<file path="src/sv/u8je_pkg.sv">
// Shared types, constants and helper functions of the UTF-8 to JSON escaper.
package u8je_pkg;

  localparam int CountWidth = 25;
  localparam int CfgWidth = 25;
  localparam int CmpWidth = ((CountWidth > CfgWidth) ? CountWidth : CfgWidth) + 1;
  localparam logic [CfgWidth-1:0] LimitReset = CfgWidth'(25'd16777216);

  localparam int MaxResults = 14;
  localparam int StepWidth = $clog2(MaxResults);

  localparam int QueueDepth = 4;
  localparam int QueuePtrWidth = $clog2(QueueDepth);

  localparam logic [1:0] StatusOk = 2'd0;
  localparam logic [1:0] StatusInvalid = 2'd1;
  localparam logic [1:0] StatusLimit = 2'd2;

  localparam logic [6:0] CharQuote = 7'h22;
  localparam logic [6:0] CharBackslash = 7'h5c;
  localparam logic [6:0] CharU = 7'h75;
  localparam logic [6:0] CharNul = 7'h00;

  localparam logic [7:0] Lead2Low = 8'hc2;
  localparam logic [7:0] Lead2High = 8'hdf;
  localparam logic [7:0] Lead3Low = 8'he0;
  localparam logic [7:0] Lead3High = 8'hef;
  localparam logic [7:0] Lead4Low = 8'hf0;
  localparam logic [7:0] Lead4High = 8'hf4;
  localparam logic [7:0] ContMask = 8'hc0;
  localparam logic [7:0] ContPattern = 8'h80;

  localparam logic [20:0] MaxCodePoint = 21'h10ffff;
  localparam logic [20:0] SurrogateLow = 21'h00d800;
  localparam logic [20:0] SurrogateHigh = 21'h00dfff;
  localparam logic [20:0] SupplementaryBase = 21'h010000;
  localparam logic [15:0] HighSurrogateBase = 16'hd800;
  localparam logic [15:0] LowSurrogateBase = 16'hdc00;
  localparam logic [20:0] MinTwoByte = 21'h000080;
  localparam logic [20:0] MinThreeByte = 21'h000800;
  localparam logic [20:0] MinFourByte = 21'h010000;

  // Body of one job: what the byte of the item expands into.
  typedef enum logic [2:0] {
    BODY_NONE,
    BODY_CHAR,
    BODY_BSL,
    BODY_U1,
    BODY_U2
  } body_kind_t;

  // What closes a job, after the body.
  typedef enum logic [1:0] {
    TAIL_NONE,
    TAIL_QUOTE,
    TAIL_INVALID,
    TAIL_LIMIT
  } tail_kind_t;

  typedef struct packed {
    logic open_q;
    body_kind_t body;
    logic [6:0] ch;
    logic [15:0] val1;
    logic [15:0] val2;
    tail_kind_t tail;
  } job_t;

  function automatic logic [StepWidth-1:0] body_len(input body_kind_t kind);
    logic [StepWidth-1:0] len;
    unique case (kind)
      BODY_NONE: len = StepWidth'(0);
      BODY_CHAR: len = StepWidth'(1);
      BODY_BSL: len = StepWidth'(2);
      BODY_U1: len = StepWidth'(6);
      BODY_U2: len = StepWidth'(12);
      default: len = StepWidth'(0);
    endcase
    return len;
  endfunction

  function automatic logic [StepWidth-1:0] job_len(input job_t job);
    return StepWidth'(job.open_q) + body_len(job.body) +
           StepWidth'(job.tail != TAIL_NONE);
  endfunction

  // Adds a small increment and holds at the all-ones value.
  function automatic logic [CountWidth-1:0] sat_add(input logic [CountWidth-1:0] count,
                                                    input logic [StepWidth-1:0] inc);
    logic [CountWidth:0] sum;
    sum = {1'b0, count} + (CountWidth + 1)'(inc);
    return sum[CountWidth] ? {CountWidth{1'b1}} : sum[CountWidth-1:0];
  endfunction

  // Lowercase hex digit.
  function automatic logic [6:0] hex_char(input logic [3:0] nib);
    return (nib < 4'd10) ? 7'(7'h30 + 7'(nib)) : 7'(7'h57 + 7'(nib));
  endfunction

endpackage

</file>
<file path="src/sv/u8je_front.sv">
// Front end: takes input beats, decodes UTF-8, runs the limit checks and queues jobs.
module u8je_front (
  input  logic clk,
  input  logic rst,
  input  logic in_valid,
  output logic in_stall,
  input  logic [7:0] text_byte,
  input  logic first_of_string,
  input  logic last_of_string,
  input  logic has_byte,
  input  logic cfg_write_enable,
  input  logic [u8je_pkg::CfgWidth-1:0] cfg_write_data,
  input  logic q_full,
  output logic push,
  output u8je_pkg::job_t push_job
);

  logic [u8je_pkg::CfgWidth-1:0] max_output_bytes;
  logic [u8je_pkg::CountWidth-1:0] output_count, count_next, cnt_a, cnt_b;
  logic [20:0] code_point_acc, acc_next, acc_b, acc_c, cp;
  logic [19:0] cp_off;
  logic [1:0] pending_continuations, pend_next, pend_b, pend_c;
  logic [1:0] sequence_class, cls_next, cls_b, cls_c;
  logic failed_flag, failed_next;
  logic live, accept, min_ok, hit_a, hit_b, byte_err, byte_err_limit;
  u8je_pkg::job_t job;

  assign accept = in_valid && !q_full;
  assign in_stall = q_full;

  always_comb begin
    live = first_of_string || !failed_flag;
    if (first_of_string) begin
      cnt_a = u8je_pkg::CountWidth'(1);
      pend_b = 2'd0;
      acc_b = '0;
      cls_b = 2'd0;
    end else begin
      cnt_a = output_count;
      pend_b = pending_continuations;
      acc_b = code_point_acc;
      cls_b = sequence_class;
    end
    hit_a = u8je_pkg::CmpWidth'(cnt_a) >= u8je_pkg::CmpWidth'(max_output_bytes);

    cp = {acc_b[14:0], text_byte[5:0]};
    cp_off = 20'(cp - u8je_pkg::SupplementaryBase);
    case (cls_b)
      2'd1: min_ok = cp >= u8je_pkg::MinTwoByte;
      2'd2: min_ok = cp >= u8je_pkg::MinThreeByte;
      2'd3: min_ok = cp >= u8je_pkg::MinFourByte;
      default: min_ok = 1'b1;
    endcase

    pend_c = pend_b;
    acc_c = acc_b;
    cls_c = cls_b;
    job.open_q = first_of_string;
    job.body = u8je_pkg::BODY_NONE;
    job.ch = '0;
    job.val1 = '0;
    job.val2 = '0;
    job.tail = u8je_pkg::TAIL_NONE;
    byte_err = 1'b0;
    byte_err_limit = 1'b0;

    if (has_byte) begin
      if (pend_b != 2'd0) begin
        if ((text_byte & u8je_pkg::ContMask) != u8je_pkg::ContPattern) begin
          byte_err = 1'b1;
        end else begin
          pend_c = pend_b - 2'd1;
          acc_c = cp;
          if (pend_b == 2'd1) begin
            acc_c = '0;
            cls_c = 2'd0;
            if (!min_ok || cp > u8je_pkg::MaxCodePoint ||
                (cp >= u8je_pkg::SurrogateLow && cp <= u8je_pkg::SurrogateHigh)) begin
              byte_err = 1'b1;
            end else if (cp[20:16] == 5'd0) begin
              job.body = u8je_pkg::BODY_U1;
              job.val1 = cp[15:0];
            end else begin
              job.body = u8je_pkg::BODY_U2;
              job.val1 = u8je_pkg::HighSurrogateBase | {6'd0, cp_off[19:10]};
              job.val2 = u8je_pkg::LowSurrogateBase | {6'd0, cp_off[9:0]};
            end
          end
        end
      end else if (hit_a) begin
        byte_err = 1'b1;
        byte_err_limit = 1'b1;
      end else if (!text_byte[7]) begin
        job.ch = text_byte[6:0];
        if (text_byte[6:0] == u8je_pkg::CharQuote || text_byte[6:0] == u8je_pkg::CharBackslash)
        begin
          job.body = u8je_pkg::BODY_BSL;
        end else if (text_byte[6:5] == 2'b00) begin
          job.body = u8je_pkg::BODY_U1;
          job.val1 = {8'd0, text_byte};
        end else begin
          job.body = u8je_pkg::BODY_CHAR;
        end
      end else begin
        unique case (text_byte) inside
          [u8je_pkg::Lead2Low:u8je_pkg::Lead2High]: begin
            acc_c = {16'd0, text_byte[4:0]};
            pend_c = 2'd1;
          end
          [u8je_pkg::Lead3Low:u8je_pkg::Lead3High]: begin
            acc_c = {17'd0, text_byte[3:0]};
            pend_c = 2'd2;
          end
          [u8je_pkg::Lead4Low:u8je_pkg::Lead4High]: begin
            acc_c = {18'd0, text_byte[2:0]};
            pend_c = 2'd3;
          end
          default: byte_err = 1'b1;
        endcase
        cls_c = pend_c;
      end
    end

    cnt_b = u8je_pkg::sat_add(cnt_a, u8je_pkg::body_len(job.body));
    hit_b = u8je_pkg::CmpWidth'(cnt_b) >= u8je_pkg::CmpWidth'(max_output_bytes);

    if (byte_err) begin
      job.tail = byte_err_limit ? u8je_pkg::TAIL_LIMIT : u8je_pkg::TAIL_INVALID;
    end else if (last_of_string) begin
      if (pend_c != 2'd0) begin
        job.tail = u8je_pkg::TAIL_INVALID;
      end else if (hit_b) begin
        job.tail = u8je_pkg::TAIL_LIMIT;
      end else begin
        job.tail = u8je_pkg::TAIL_QUOTE;
      end
    end

    // Any closing result, good or bad, ends the string.
    failed_next = job.tail != u8je_pkg::TAIL_NONE;
    if (job.tail == u8je_pkg::TAIL_QUOTE) begin
      count_next = u8je_pkg::sat_add(cnt_b, u8je_pkg::StepWidth'(1));
    end else begin
      count_next = cnt_b;
    end
    if (job.tail == u8je_pkg::TAIL_INVALID || job.tail == u8je_pkg::TAIL_LIMIT) begin
      pend_next = 2'd0;
      acc_next = '0;
      cls_next = 2'd0;
    end else begin
      pend_next = pend_c;
      acc_next = acc_c;
      cls_next = cls_c;
    end

    push = accept && live && (u8je_pkg::job_len(job) != '0);
    push_job = job;
  end

  always_ff @(posedge clk) begin
    if (rst) begin
      max_output_bytes <= u8je_pkg::LimitReset;
      output_count <= '0;
      code_point_acc <= '0;
      pending_continuations <= 2'd0;
      sequence_class <= 2'd0;
      failed_flag <= 1'b0;
    end else begin
      if (cfg_write_enable) begin
        max_output_bytes <= cfg_write_data;
      end
      if (accept && live) begin
        output_count <= count_next;
        code_point_acc <= acc_next;
        pending_continuations <= pend_next;
        sequence_class <= cls_next;
        failed_flag <= failed_next;
      end
    end
  end

endmodule

</file>
<file path="src/sv/u8je_queue.sv">
// Short job queue between the front end and the character sequencer.
module u8je_queue (
  input  logic clk,
  input  logic rst,
  input  logic push,
  input  u8je_pkg::job_t push_job,
  input  logic pop,
  output u8je_pkg::job_t head_job,
  output logic empty,
  output logic full
);

  u8je_pkg::job_t slots [u8je_pkg::QueueDepth];
  logic [u8je_pkg::QueuePtrWidth-1:0] wr_ptr, rd_ptr;
  logic [u8je_pkg::QueuePtrWidth:0] fill;

  assign empty = fill == '0;
  assign full = fill == (u8je_pkg::QueuePtrWidth + 1)'(u8je_pkg::QueueDepth);
  assign head_job = slots[rd_ptr];

  always_ff @(posedge clk) begin
    if (push) begin
      slots[wr_ptr] <= push_job;
    end
  end

  always_ff @(posedge clk) begin
    if (rst) begin
      wr_ptr <= '0;
      rd_ptr <= '0;
      fill <= '0;
    end else begin
      if (push) begin
        wr_ptr <= wr_ptr + 1'b1;
      end
      if (pop) begin
        rd_ptr <= rd_ptr + 1'b1;
      end
      case ({push, pop})
        2'b10: fill <= fill + 1'b1;
        2'b01: fill <= fill - 1'b1;
        default: fill <= fill;
      endcase
    end
  end

  // The sequencer only pops a job that is there, and the front end never pushes into a full queue.
  a_no_pop_empty: assert property (@(posedge clk) disable iff (rst) !(pop && empty))
    else $error("queue popped while empty");
  a_no_push_full: assert property (@(posedge clk) disable iff (rst) !(push && full && !pop))
    else $error("queue pushed while full");

endmodule

</file>
<file path="src/sv/u8je_back.sv">
// Back end: expands the head job into characters, one output beat per cycle while the output is not stalled.
module u8je_back (
  input  logic clk,
  input  logic rst,
  input  u8je_pkg::job_t head_job,
  input  logic empty,
  output logic pop,
  output logic out_valid,
  input  logic out_stall,
  output logic [6:0] out_char,
  output logic run_last,
  output logic string_done,
  output logic [1:0] status
);

  logic [u8je_pkg::StepWidth-1:0] step, step_next, pos, sub, blen, total;
  logic [15:0] esc_val;
  logic [3:0] nib;
  logic load, take, is_last;
  logic [6:0] char_next;
  logic done_next;
  logic [1:0] status_next;

  assign load = !out_valid || !out_stall;
  assign take = load && !empty;

  always_comb begin
    blen = u8je_pkg::body_len(head_job.body);
    total = u8je_pkg::job_len(head_job);
    is_last = step == total - 1'b1;
    pos = step - u8je_pkg::StepWidth'(head_job.open_q);
    // Position inside one \uXXXX escape; the second escape of a pair starts at six.
    if (pos >= u8je_pkg::StepWidth'(6)) begin
      sub = pos - u8je_pkg::StepWidth'(6);
      esc_val = head_job.val2;
    end else begin
      sub = pos;
      esc_val = head_job.val1;
    end
    case (sub)
      u8je_pkg::StepWidth'(2): nib = esc_val[15:12];
      u8je_pkg::StepWidth'(3): nib = esc_val[11:8];
      u8je_pkg::StepWidth'(4): nib = esc_val[7:4];
      default: nib = esc_val[3:0];
    endcase

    done_next = 1'b0;
    status_next = u8je_pkg::StatusOk;
    if (head_job.open_q && step == '0) begin
      char_next = u8je_pkg::CharQuote;
    end else if (pos < blen) begin
      case (head_job.body)
        u8je_pkg::BODY_CHAR: char_next = head_job.ch;
        u8je_pkg::BODY_BSL: char_next = (pos == '0) ? u8je_pkg::CharBackslash : head_job.ch;
        default: begin
          if (sub == '0) begin
            char_next = u8je_pkg::CharBackslash;
          end else if (sub == u8je_pkg::StepWidth'(1)) begin
            char_next = u8je_pkg::CharU;
          end else begin
            char_next = u8je_pkg::hex_char(nib);
          end
        end
      endcase
    end else begin
      done_next = 1'b1;
      case (head_job.tail)
        u8je_pkg::TAIL_QUOTE: char_next = u8je_pkg::CharQuote;
        u8je_pkg::TAIL_INVALID: begin
          char_next = u8je_pkg::CharNul;
          status_next = u8je_pkg::StatusInvalid;
        end
        default: begin
          char_next = u8je_pkg::CharNul;
          status_next = u8je_pkg::StatusLimit;
        end
      endcase
    end

    pop = take && is_last;
    step_next = pop ? '0 : step + 1'b1;
  end

  always_ff @(posedge clk) begin
    if (rst) begin
      out_valid <= 1'b0;
      step <= '0;
    end else begin
      if (load) begin
        out_valid <= !empty;
      end
      if (take) begin
        step <= step_next;
      end
    end
  end

  always_ff @(posedge clk) begin
    if (take) begin
      out_char <= char_next;
      run_last <= is_last;
      string_done <= done_next;
      status <= status_next;
    end
  end

  a_step_range: assert property (@(posedge clk) disable iff (rst)
      step < u8je_pkg::StepWidth'(u8je_pkg::MaxResults))
    else $error("sequencer step beyond the longest job");

endmodule

</file>
<file path="src/sv/utf8_to_json_ascii_escaper_top.sv">
// Top level of the UTF-8 to pure-ASCII JSON string escaper.
// A result beat passes through the job queue and then the output register of the sequencer.
// Throughput: one input beat per cycle while the job queue is not full and each gives at most one
// character; an input beat that expands to k characters holds the character sequencer for k beats (up to fourteen).
// A four-entry job queue lets the input keep running while the sequencer works off an escape.
// Reset (rst, synchronous) empties the queue and output, clears the decoder, sets the limit to 2**24.
module utf8_to_json_ascii_escaper_top (
  input  logic clk,
  input  logic rst,
  input  logic in_valid,
  output logic in_stall,
  input  logic [7:0] text_byte,
  input  logic first_of_string,
  input  logic last_of_string,
  input  logic has_byte,
  input  logic cfg_write_enable,
  input  logic [24:0] cfg_write_data,
  output logic out_valid,
  input  logic out_stall,
  output logic [6:0] out_char,
  output logic run_last,
  output logic string_done,
  output logic [1:0] status
);

  // Jobs handed from the decoder to the sequencer. A job describes every character
  // that one input beat causes: an optional opening quote, the expanded byte, and an
  // optional closing quote or error beat.
  u8je_pkg::job_t push_job, head_job;
  logic push, pop, q_empty, q_full;

  // The front end owns all string state (output count, code point assembly, the
  // failed flag) and the limit register, so every check sees the count as it stands
  // after the earlier beats, independent of how far the output lags behind.
  u8je_front u_front (
    .clk              (clk),
    .rst              (rst),
    .in_valid         (in_valid),
    .in_stall         (in_stall),
    .text_byte        (text_byte),
    .first_of_string  (first_of_string),
    .last_of_string   (last_of_string),
    .has_byte         (has_byte),
    .cfg_write_enable (cfg_write_enable),
    .cfg_write_data   (cfg_write_data),
    .q_full           (q_full),
    .push             (push),
    .push_job         (push_job)
  );

  u8je_queue u_queue (
    .clk      (clk),
    .rst      (rst),
    .push     (push),
    .push_job (push_job),
    .pop      (pop),
    .head_job (head_job),
    .empty    (q_empty),
    .full     (q_full)
  );

  // The back end steps through the head job and loads its output register whenever
  // that register is empty or being taken, so it streams one beat per cycle while a job is queued.
  u8je_back u_back (
    .clk         (clk),
    .rst         (rst),
    .head_job    (head_job),
    .empty       (q_empty),
    .pop         (pop),
    .out_valid   (out_valid),
    .out_stall   (out_stall),
    .out_char    (out_char),
    .run_last    (run_last),
    .string_done (string_done),
    .status      (status)
  );

  // A closing quote or an error always ends the run of beats of its input beat.
  a_done_is_last: assert property (@(posedge clk) disable iff (rst)
      out_valid && string_done |-> run_last)
    else $error("string end not on the last beat of its item");

  // An error beat carries no character and always closes the string.
  a_error_beat: assert property (@(posedge clk) disable iff (rst)
      out_valid && status != u8je_pkg::StatusOk |-> string_done && out_char == u8je_pkg::CharNul)
    else $error("malformed error beat");

endmodule

</file>
<file path="config.mk">
export PLATFORM = sky130hd
export DESIGN_NAME = utf8_to_json_ascii_escaper_top
export DESIGN_NICKNAME = d
export VERILOG_FILES = /design/src/sv/u8je_pkg.sv /design/src/sv/u8je_front.sv /design/src/sv/u8je_queue.sv /design/src/sv/u8je_back.sv /design/src/sv/utf8_to_json_ascii_escaper_top.sv
export SDC_FILE = /design/constraint.sdc
export NUM_CORES = 1
export LEC_CHECK = 0
export BUFFER_PORTS_ARGS = -buffer_cell sky130_fd_sc_hd__buf_2
export CAP_MARGIN = 0
export CORE_MARGIN = 3
export CORE_UTILIZATION = 57
export DETAILED_ROUTE_END_ITERATION = 10
export PLACE_DENSITY_LB_ADDON = 0.12
export SLEW_MARGIN = 20
export SYNTH_ARGS = -nofsm -noshare
export SYNTH_HDL_FRONTEND = slang
export SYNTH_SLANG_ARGS = --single-unit
</file>
<file path="constraint.sdc">
create_clock -name clk -period 8.35 [get_ports clk]
set_clock_uncertainty 0.1 [all_clocks]
set_input_delay 0.4175 -clock clk [delete_from_list [all_inputs] [get_ports clk]]
set_output_delay 0.4175 -clock clk [all_outputs]
set_load 0.1 [all_outputs]
</file>
Word-level counts from Yosys, hierarchy flattened
Memory sizes are Yosys's and may differ from the RTL's. A register that Yosys moved wholly into a read port is not among the register bits.
Index checks and enable logic that the tools add are counted.
{"block": "totals", "elab_cells": 201, "output_inout_bits": 13, "ram_bits": 180, "reg_bits": 99, "n_memories": 1}
{"memory": "u_queue.slots", "depth": 4, "width": 45, "read_ports": 1, "rd_ports_with_merged_regs": 1, "write_ports": 1, "line_no": "u8je_queue.sv:13", "rtl": "u8je_pkg::job_t slots [u8je_pkg::QueueDepth];"}
{"block": "classes", "n_eq_ne": 28, "n_addsub": 18, "n_lt_le_gt_ge": 17, "n_reduce_logical": 36, "n_mux": 86}
{"op": "$mux 21", "n": 8}
{"op": "$mux 25", "n": 4}
{"op": "$mux 16", "n": 6}
{"op": "$mux 32", "n": 3}
{"op": "$pmux 21 s3", "n": 1}
{"op": "$mux 26", "n": 2}
{"op": "$ge 25x25->1", "n": 2}
{"op": "$mux 7", "n": 7}
{"op": "$mux 2", "n": 22}
{"op": "$mux 42", "n": 1}
{"op": "$pmux 4 s4", "n": 2}
{"op": "$add 25x1->26 const B", "n": 1}
{"op": "$add 25x4->26", "n": 1}
{"op": "$ge 8x8->1 const B", "n": 3}
{"op": "$le 8x8->1 const B", "n": 3}
{"op": "$ge 21x12->1 const B", "n": 1}
{"op": "$ge 21x16->1 const B", "n": 1}
{"op": "$ge 21x17->1 const B", "n": 1}
{"op": "$ge 21x8->1 const B", "n": 1}
{"op": "$gt 21x21->1 const B", "n": 1}
{"op": "$le 21x16->1 const B", "n": 1}
{"op": "$sub 20x17->20 const B", "n": 1}
{"op": "$mux 3", "n": 6}
{"op": "$mux 1", "n": 15}
{"op": "other kinds (46)", "n": 91}

Longest topological paths before layout
Gate-level depths: netlist of run 1.
{"block": "logic_depth", "ltp_word": 26, "depth_mapped": 36}

Modules after synthesis
A second synthesis of run 1 with hierarchy kept.
{"block": "hier_totals", "cells_unflattened": 1366, "area_unflattened_um2": 15411.0}
{"mod": "u8je_queue", "area_each_um2": 6988.0, "instances": 1, "cells_per_inst": 282}
{"mod": "u8je_front", "area_each_um2": 6678.9, "instances": 1, "cells_per_inst": 890}
{"mod": "u8je_back", "area_each_um2": 1744.2, "instances": 1, "cells_per_inst": 194}

Least setup slack after synthesis of run 1
Ideal clock, no wire load.
{"block": "synth_timing", "kind": "in2reg", "start": "input first_of_string", "end": "register u_front.output_count[5] (netlist bit)", "setup_slack_ps": 207, "path_stages": 33, "path_buffers": 8, "arrival_time_ps": 7922, "path_cell_list": "buf_2 -> buf_2 -> clkbuf_1 -> clkbuf_1 -> clkbuf_1 -> nor2b_1 -> ha_1 -> a21oi_1 -> nand2_1 -> a211oi_2 -> o31ai_4 -> nor4_1 -> nand2_1 -> a21boi_0 -> ha_1 -> a21oi_1 -> o22ai_2 -> and2_1 -> buf_2 -> nand2_1 -> clkbuf_1 -> clkbuf_1 -> nand2_1 -> ha_1 -> a211oi_1 -> a31oi_1 -> o31a_1 -> or3_1 -> or4b_1 -> o21a_4 -> nor2_2 -> mux2_2 -> o311a_1"}
{"block": "synth_via", "elab_chain_len": 22, "word_cells_on_any_way": 65, "cone_classes": "3 x add/sub; 8 x order compare; 9 x eq/ne; 36 x mux; 9 x reduce/logical"}
{"item": "from (decl)", "line_no": "utf8_to_json_ascii_escaper_top.sv:13", "rtl": "input logic first_of_string,"}
{"item": "$mux 21 or $mux 2 (tied branches)", "line_no": "u8je_front.sv:33", "rtl": "if (first_of_string) begin"}
{"item": "$ge 21x17->1, or another cell as far along", "line_no": "u8je_front.sv:51", "rtl": "2'd3: min_ok = cp >= u8je_pkg::MinFourByte;"}
{"item": "$pmux 1 s3", "line_no": "u8je_front.sv:48", "rtl": "case (cls_b)"}
{"item": "$logic_not 1->1", "line_no": "u8je_front.sv:77", "rtl": "if (!min_ok || cp > u8je_pkg::MaxCodePoint ||"}
{"item": "$logic_or 1x1->1 (2 in series)", "line_no": "u8je_front.sv:77"}
{"item": "$mux 3", "line_no": "u8je_front.sv:77"}
{"item": "$mux 3", "line_no": "u8je_front.sv:74", "rtl": "if (pend_b == 2'd1) begin"}
{"item": "$mux 3", "line_no": "u8je_front.sv:69", "rtl": "if ((text_byte & u8je_pkg::ContMask) != u8je_pkg::ContPattern) begin"}
{"item": "(+5 left out)"}
{"item": "$mux 25", "line_no": "u8je_pkg.sv:92", "rtl": "return sum[CountWidth] ? {CountWidth{1'b1}} : sum[CountWidth-1:0];"}
{"item": "$ge 25x25->1", "line_no": "u8je_front.sv:125", "rtl": "hit_b = u8je_pkg::CmpWidth'(cnt_b) >= u8je_pkg::CmpWidth'(max_output_bytes);"}
{"item": "$mux 2", "line_no": "u8je_front.sv:132", "rtl": "end else if (hit_b) begin"}
{"item": "$mux 2", "line_no": "u8je_front.sv:130", "rtl": "if (pend_c != 2'd0) begin"}
{"item": "$mux 2", "line_no": "u8je_front.sv:129", "rtl": "end else if (last_of_string) begin"}
{"item": "$mux 2", "line_no": "u8je_front.sv:127", "rtl": "if (byte_err) begin"}
{"item": "$eq 2x1->1", "line_no": "u8je_front.sv:141", "rtl": "if (job.tail == u8je_pkg::TAIL_QUOTE) begin"}
{"item": "$mux 25", "line_no": "u8je_front.sv:141"}
{"item": "to (signal assigned)", "line_no": "u8je_front.sv:173", "rtl": "output_count <= count_next;"}
{"item": "to (decl)", "line_no": "u8je_front.sv:19", "rtl": "logic [u8je_pkg::CountWidth-1:0] output_count, count_next, cnt_a, cnt_b;"}
Several ways; a longest one is shown, not always the timed one.
A chain may end at the register's enable or synchronous reset.

Worst setup path in the final report of run 1
{"block": "layout_timing", "start": "register u_front.output_count[16] (netlist bit)", "end": "register u_front.output_count[11] (netlist bit)"}
{"block": "layout_via", "elab_chain_len": 16, "word_cells_on_any_way": 32, "cone_classes": "2 x add/sub; 2 x order compare; 5 x eq/ne; 22 x mux; 1 x reduce/logical"}
{"item": "$mux 25 *", "line_no": "u8je_front.sv:33"}
{"item": "$ge 25x25->1", "line_no": "u8je_front.sv:44", "rtl": "hit_a = u8je_pkg::CmpWidth'(cnt_a) >= u8je_pkg::CmpWidth'(max_output_bytes);"}
{"item": "$mux 26", "line_no": "u8je_front.sv:90", "rtl": "end else if (hit_a) begin"}
{"item": "$mux 3", "line_no": "u8je_front.sv:68", "rtl": "if (pend_b != 2'd0) begin"}
{"item": "$mux 42", "line_no": "u8je_front.sv:67", "rtl": "if (has_byte) begin"}
{"item": "$eq 3x3->1, or another cell as far along", "line_no": "u8je_pkg.sv:71", "rtl": "unique case (kind)"}
{"item": "$pmux 4 s4", "line_no": "u8je_pkg.sv:71"}
{"item": "$add 25x4->26", "line_no": "u8je_pkg.sv:91", "rtl": "sum = {1'b0, count} + (CountWidth + 1)'(inc);"}
{"item": "$mux 25", "line_no": "u8je_pkg.sv:92"}
{"item": "$ge 25x25->1", "line_no": "u8je_front.sv:125"}
{"item": "$mux 2", "line_no": "u8je_front.sv:132"}
{"item": "$mux 2", "line_no": "u8je_front.sv:130"}
{"item": "$mux 2", "line_no": "u8je_front.sv:129"}
{"item": "$mux 2", "line_no": "u8je_front.sv:127"}
{"item": "$eq 2x1->1", "line_no": "u8je_front.sv:141"}
{"item": "$mux 25 *", "line_no": "u8je_front.sv:141"}
Every way passes the cells marked *; elsewhere a longest branch is shown, timed or not.

==> impl_metrics.tcl, run 1 <==
set metrics [dict create \
    layout_commonest_cell "edfxtp_1" \
    yosys_register_bits 251 \
    synth_area_leaders "edfxtp_1 35%, dfxtp_1 12%, ha_1 6.9%, mux4_2 6.2%, nor2_1 3.4%" \
    p_leak_nw 6.13 \
    cpPeakStageDelay_ns 0.54 \
    tightest_slew_ns 0.871 \
    cts_tree "yes" \
    pin_count 54 \
    detail_route.first_pass.iterations 6 \
    ys_seq_area_share_pct 46.3 \
    grt_usage_pct 27.2 \
    dp_hpwl_um 26500 \
    drt_wl_total_um 36900 \
    syn_inst 1355 \
    gp_congestion 1.00 \
    clockPowerShare_pct 32.1 \
    clock_latency_ns 0.56 \
    fin_crit_sh_pct 94.4 \
    wl_met1_um 16400 \
    grt_pass1_wl_um 58400 \
    placeableCoreArea_um2 24600 \
    grt_overflow 0 \
    cts_sinks 251 \
    grt_pass1_vias 10449 \
    grt_max_degree 71 \
    route.met3.wl_um 3370 \
    ys.flop_type "edfxtp_1" \
    ys_types 90 \
    min_path_cells 3 \
    synth.top_cell.area_share_pct 34.6 \
    dieArea_um2 27300 \
    p_switching_w 0.00129 \
    vdd_ir_drop_max_mv 0.222 \
    cp_top_family "simple AND/OR/NAND/NOR gates" \
    clock_path_buffers 3 \
    reg2regPathDepth 29 \
    synth_area_um2 14500 \
    cts_made_buffers 27 \
    crit_top_cell "ha_1" \
    dp.cells 1705 \
    final_cell_mix "167 x edfxtp_1, 132 x nor2_1, 102 x nand2_1" \
    cts-root-buf "clkbuf_16" \
    dr.max_layer_used "met4" \
    status "finished, final reports clean" \
    rows 57 \
    setup_viol 0 \
    end_kind "register" \
    cp.depth 29 \
    wire_per_inst_um 20.8 \
    drive_above_1_share_pct 15.4 \
    p_int_w 0.00260 \
    sw_frac_of_total_pct 33.1 \
    slew_headroom_pct 41.6 \
    crit_slowest_cell "or4b_1" \
    syn2layout_area_growth_pct 12.8 \
    post-place-ws_ns 0.189 \
    maxCapViolCount 0 \
    ys_warn_count 0 \
    cp_max_fo 15 \
    ant_nets 0 \
    h-tree-depth 1 \
    rsz0062_at_grt "false" \
    power_frac_seq_pct 38.5 \
    crit_required_ns 8.70 \
    drt_iter0_drc 1163 \
    die_x_um 165 \
    die_height_um 165 \
    drc 0 \
    antenna_found_initial 1 \
    synth_edf_count 167 \
    cp.buffers_inverters 2 \
    synth_fp_nets 1480 \
    pwr-share-comb_pct 29.3 \
    fin_cells 1776 \
    finalHoldViolations 0 \
    max_freq_ghz 0.127 \
    worstPathArrival_ns 8.24 \
    worstSetupPathType "reg -> reg" \
    postCtsSetupBuffers 0 \
    slew_viol_final 0 \
    total_power_w 0.00389 \
    period_needed_ns 7.89 \
    wl_met2_um 16300 \
    viasPerCell 6.28 \
    initial_utilization_pct 58.8 \
    fin_nets 1555 \
    fin_tns_setup_ns 0 \
    powerDensity_nw_per_um2 238 \
    whs_ns 0.00572 \
    fin_ws_ns 0.465 \
    clk_pin_slew_ns 0.07 \
    avgSynthCellArea_um2 10.7 \
    async_flop_share_pct 0 \
    yosys.area.top_type "edfxtp_1" \
    num_vias 11146 \
    io_buffers 53 \
    min_path_type "in -> reg" \
    setup.worst_path.start_class "register" \
]
cell usage after synthesis (all sizes together) (7+ instances only):
cell / count
edfxtp: 167
ha: 80
nand3: 24
a211oi: 26
clkbuf: 39
nor3: 27
nor4: 19
and4: 7
mux2i: 35
and3: 10
buf: 21
nand2b: 18
xor2: 13
a21oi: 75
nand2: 103
o22ai: 12
mux2: 7
nor2b: 30
mux4: 40
or3: 15
a22o: 9
nor2: 135
dfxtp: 84
xnor2: 33
nand4: 28
inv: 80
a21o: 13
o21a: 15
and2: 22
a31oi: 16
o21ai: 46
cell families after synthesis:
group,count (synthesis),share of synthesized area (%)
AO/OA/AOI/OAI,277,13.2
XOR/XNOR,47,2.94
adder cells (fa/ha/maj),84,7.47
buffers and inverters,140,3.79
flip-flops,251,46.3
multiplexers,82,9.19
AND/OR/NAND/NOR,474,17.1
routing by layer:
layer  vias to the layer above  track usage [%]
li1                       5233                -
met3                        73             4.79
met5                         -                0
met2                       498             41.8
met4                         0             6.77
met1                      5342             40.5
final cells by class:
type | count | area, um^2
Clock buffer | 28 | 679
Fill cell | 1907 | 8280
Antenna cell | 1 | 2.50
Tap cell | 324 | 405
Inverter | 80 | 300
Sequential cell | 251 | 6700
Clock inverter | 22 | 258
Timing Repair Buffer | 106 | 743
Multi-Input combinational cell | 964 | 7240
flip-flops by register name (all words and copies together) (netlist names), named ones only:
name / count
u_back.out_char: 7
u_back.out_valid: 1
u_back.run_last: 1
u_back.status: 2
u_back.step: 4
u_back.string_done: 1
u_front.code_point_acc: 15
u_front.failed_flag: 1
u_front.max_output_bytes: 25
u_front.output_count: 25
u_front.pending_continuations: 2
u_front.sequence_class: 2
u_queue.fill: 3
u_queue.rd_ptr: 2
u_queue.slots: 156
u_queue.wr_ptr: 2
power groups by stage:
stage	Combinational (W)	Clock [W]	Sequential, W
2_1_floorplan	0.000699	0	0.00168
3_3_place_gp	0.00110	0	0.00152
3_5_place_dp	0.00112	0	0.00152
4_1_cts	0.00113	0.00127	0.00150
5_1_grt	0.00125	0.00132	0.00151
6_report	0.00114	0.00125	0.00150
final timing paths:
| kind | to | start | slack (ns) |
|---|---|---|---|
| worst min-delay path | u_front.max_output_bytes[20] | cfg_write_data[20] | 0.006 |
| worst min register to register | u_front.pending_continuations[1] | u_front.pending_continuations[1] | 0.36 |
| worst max-delay path | u_front.output_count[11] | u_front.output_count[16] | 0.46 |
| worst max register to register | u_front.output_count[11] | u_front.output_count[16] | 0.46 |
worst register-to-register path, delay by kind of cell, from the launching register on:
family          cells  cell delay, ns
simple gates       10            3.28
compound gates     11            2.14
fa+ha+maj           4            1.13
flops               1            0.50
buf+inv             2            0.36
xor+xnor            2            0.27
stage by stage:
stage	utilization [%]	instance area, um^2
final	66.4	16300
after floorplan	-	14500
after CTS	66.2	16300
after global routing	66.4	16300
after detailed placement	61.6	15200
after global placement	61.6	15200
repair_timing:
action / CTS / global route
resized for setup: 0 / 2
endpoints found under the hold margin: 19 / 0
endpoints found under the setup margin: 0 / 16
hold buffers: 19 / 0
No activity file was read; power rests on OpenSTA's default activity.
==> run 2: changes to the inputs <==
ABC_AREA = 1   (was default)
==> impl_metrics.tcl, run 2 <==
set metrics [dict create \
    status "finished, final reports clean" \
    synth_area_um2 15900 \
    syn2layout_area_growth_pct 11.4 \
    postCtsSetupBuffers 0 \
    detail_route.first_pass.iterations 6 \
    r2r_start "u_front.output_count[8]" \
    r2r_slack_ns 0.57 \
    cp_max_fo 18 \
    dp.cells 2465 \
    synth_edf_count 167 \
    crit_top_cell "nand2_1" \
    cp.buffers_inverters 6 \
    cp_top_family "simple AND/OR/NAND/NOR gates" \
    synth_fa_ha_area_share_pct 6.78 \
    ys_types 60 \
    sw_frac_of_total_pct 40.9 \
    clk_pin_slew_ns 0.06 \
    clockPowerShare_pct 25.5 \
    largest_reg_flops 156 \
    clock_latency_ns 0.56 \
    powerDensity_nw_per_um2 254 \
    whs_endpoint "u_front.max_output_bytes[24]" \
    avgSynthCellArea_um2 7.73 \
    slew_viol_final 0 \
    pin_count 54 \
    crit_slowest_cell "fa_1" \
    synth_area_leaders "edfxtp_1 31%, nand2_1 11%, dfxtp_1 11%, ha_1 6.3%, nor2_1 5.7%" \
    pwr-share-comb_pct 40.2 \
    h-tree-depth 1 \
    cts-root-buf "clkbuf_16" \
    p_switching_w 0.00184 \
    layout_commonest_cell "nand2_1" \
    synth_fp_nets 2187 \
    p_leak_nw 7.71 \
    end_kind "register" \
    die_x_um 173 \
    r2r_end "u_queue.fill[2]" \
    fin_cells 2515 \
    min_path_type "in -> reg" \
    crit_required_ns 8.68 \
    synth-simple-area-share_pct 28.1 \
    ys_warn_count 0 \
    reg_top3 "u_queue.slots (156), u_front.max_output_bytes (25), u_front.output_count (25)" \
    setup_viol 0 \
    drc 0 \
    antenna_found_initial 0 \
    worstPathArrival_ns 8.12 \
    wire_per_inst_um 19.1 \
    grt_pass1_vias 13859 \
    grt_max_degree 51 \
    dp_hpwl_um 35200 \
    grt_pass1_wl_um 75000 \
    post_synth_xor_area_fraction_pct 0.825 \
    seqCellArea_um2 6700 \
    cts_tree "yes" \
    slew_headroom_pct 26.7 \
    yosysMostFrequentCell "nand2_1" \
    reg2regPathDepth 48 \
    cts_made_buffers 26 \
    total_power_w 0.00450 \
    io_buffers 53 \
    grt_usage_pct 31.3 \
    dpl_cell_area_um2 16800 \
    hold_start "cfg_write_enable" \
    cts_sinks 251 \
    drive_above_1_share_pct 12.0 \
    ys_top_cells_by_count "477 x nand2_1, 242 x nor2_1, 222 x inv_1" \
    muxShareOfSynthArea_pct 0 \
    initial_utilization_pct 58.6 \
    dieArea_um2 30000 \
    finalHoldViolations 0 \
    final.fill_count 2404 \
    cpPeakStageDelay_ns 0.39 \
    async_flop_share_pct 0 \
    tightest_slew_ns 1.09 \
    viasPerCell 5.85 \
    synth_top_family_by_area "simple AND/OR/NAND/NOR gates" \
    drt_iter0_drc 1316 \
    yosys.area.top_type "edfxtp_1" \
    ys.flop_type "edfxtp_1" \
    setup.worst_path.start_class "register" \
    p_int_w 0.00266 \
    placeableCoreArea_um2 27200 \
    clock_path_buffers 3 \
    maxCapViolCount 0 \
    top_register "u_queue.slots" \
    vdd_ir_drop_max_mv 0.191 \
    fin_crit_sh_pct 93.2 \
    ys_seq_area_share_pct 42.0 \
    num_vias 14711 \
    gp_congestion 1.01 \
    syn_inst 2062 \
    min_path_cells 2 \
    period_needed_ns 7.78 \
    grt_overflow 0 \
    power_frac_seq_pct 34.3 \
    synth.top_cell.area_share_pct 31.5 \
    max_freq_ghz 0.128 \
    yosys_register_bits 251 \
    fin_tns_setup_ns 0 \
    rows 60 \
    worstSetupPathType "reg -> reg" \
    finalInstanceArea_um2 17700 \
    multi_input_area_um2 8040 \
    die_height_um 173 \
    ant_nets 0 \
    synth_compound_area_share_pct 14.1 \
    final_cell_mix "476 x nand2_1, 232 x nor2_1, 220 x inv_1" \
    fin_nets 2248 \
    drt_wl_total_um 48000 \
    antenna_cells 0 \
]
run 2: cell count changes after synthesis, sizes merged, moves of 18 or more:
cell | before | now
nor2b | 30 | 0
nand3 | 24 | 173
a21oi | 75 | 140
nand2 | 103 | 492
nand2b | 18 | 0
mux4 | 40 | 0
and2 | 22 | 0
mux2i | 35 | 0
nor2 | 135 | 261
inv | 80 | 227
a211oi | 26 | 3
o21ai | 46 | 159
xnor2 | 33 | 5
run 2: worst reg2reg max path: cells and delay by family, from the launching register on:
family,cells,cell delay (ns)
AOI/OAI and AO/OA,11,1.62
and+or+nand+nor,24,2.84
adders and majority gates,7,2.10
DFF,1,0.38
buffers and inverters,6,0.63
run 2: how the worst max path moves through the flow:
| stage | from | slack (ns) | end | depth (start not counted) |
|---|---|---|---|---|
| 6_report | u_front.output_count[8] | 0.57 | u_queue.fill[2] | 48 |
| 5_1_grt | u_front.output_count[8] | -0.01 | u_queue.fill[2] | 48 |
| 4_1_cts | u_front.output_count[8] | 0.31 | u_queue.fill[2] | 48 |
| 3_5_place_dp | first_of_string | -0.0005 | u_queue.fill[2] | 47 |
| 2_1_floorplan | first_of_string | -0.60 | u_queue.slots[0][0] | 48 |
| 3_3_place_gp | first_of_string | 0.16 | u_queue.fill[2] | 47 |
run 2: power groups by stage:
stage / logic [W] / registers, W / clock network (W)
2_1_floorplan: 0.00112 / 0.00176 / 0
6_report: 0.00181 / 0.00154 / 0.00115
4_1_cts: 0.00179 / 0.00154 / 0.00116
3_3_place_gp: 0.00173 / 0.00156 / 0
5_1_grt: 0.00199 / 0.00156 / 0.00121
3_5_place_dp: 0.00177 / 0.00157 / 0
run 2: area by class of cell:
cell class	instances	share of cell area [%]
multi-input cells	1495	45.3
flip-flops and latches	251	37.8
inverters	232	4.92
repair buffers	117	4.65
clock buffers	32	3.79
well taps	372	2.62
clock inverters	16	0.931
run 2: timing repair:
| action | 4_1_cts | 5_1_grt |
|---|---|---|
| resized for setup | 0 | 16 |
| hold buffers | 2 | 0 |
| endpoints found under the hold margin | 2 | 0 |
| endpoints found under the setup margin | 0 | 57 |
run 2: cell families after synthesis:
| family | Yosys count |
|---|---|
| AO/OA/AOI/OAI | 391 |
| XOR/XNOR | 15 |
| adder cells (fa/ha/maj) | 84 |
| buffers and inverters | 316 |
| flip-flops | 251 |
| AND/OR/NAND/NOR | 1005 |
run 2: metal layers:
layer / up-vias / global-route usage (%) / wire [um]
li1: 7104 / - / -
met1: 6834 / 39.2 / 19100
met2: 632 / 54.5 / 23500
met3: 141 / 4.33 / 3290
met4: 0 / 13.2 / 2230
met5: - / 0 / 0
run 2: metrics by stage:
stage	hold WS, ns	worst slack [ns]	util [%]
2_1_floorplan	0.324	-0.596	-
3_3_place_gp	0.344	0.158	62.0
3_5_place_dp	0.352	-0.000466	62.0
4_1_cts	0.0245	0.314	65.1
5_1_grt	0.0578	-0.0100	65.3
6_report	0.0368	0.567	65.3
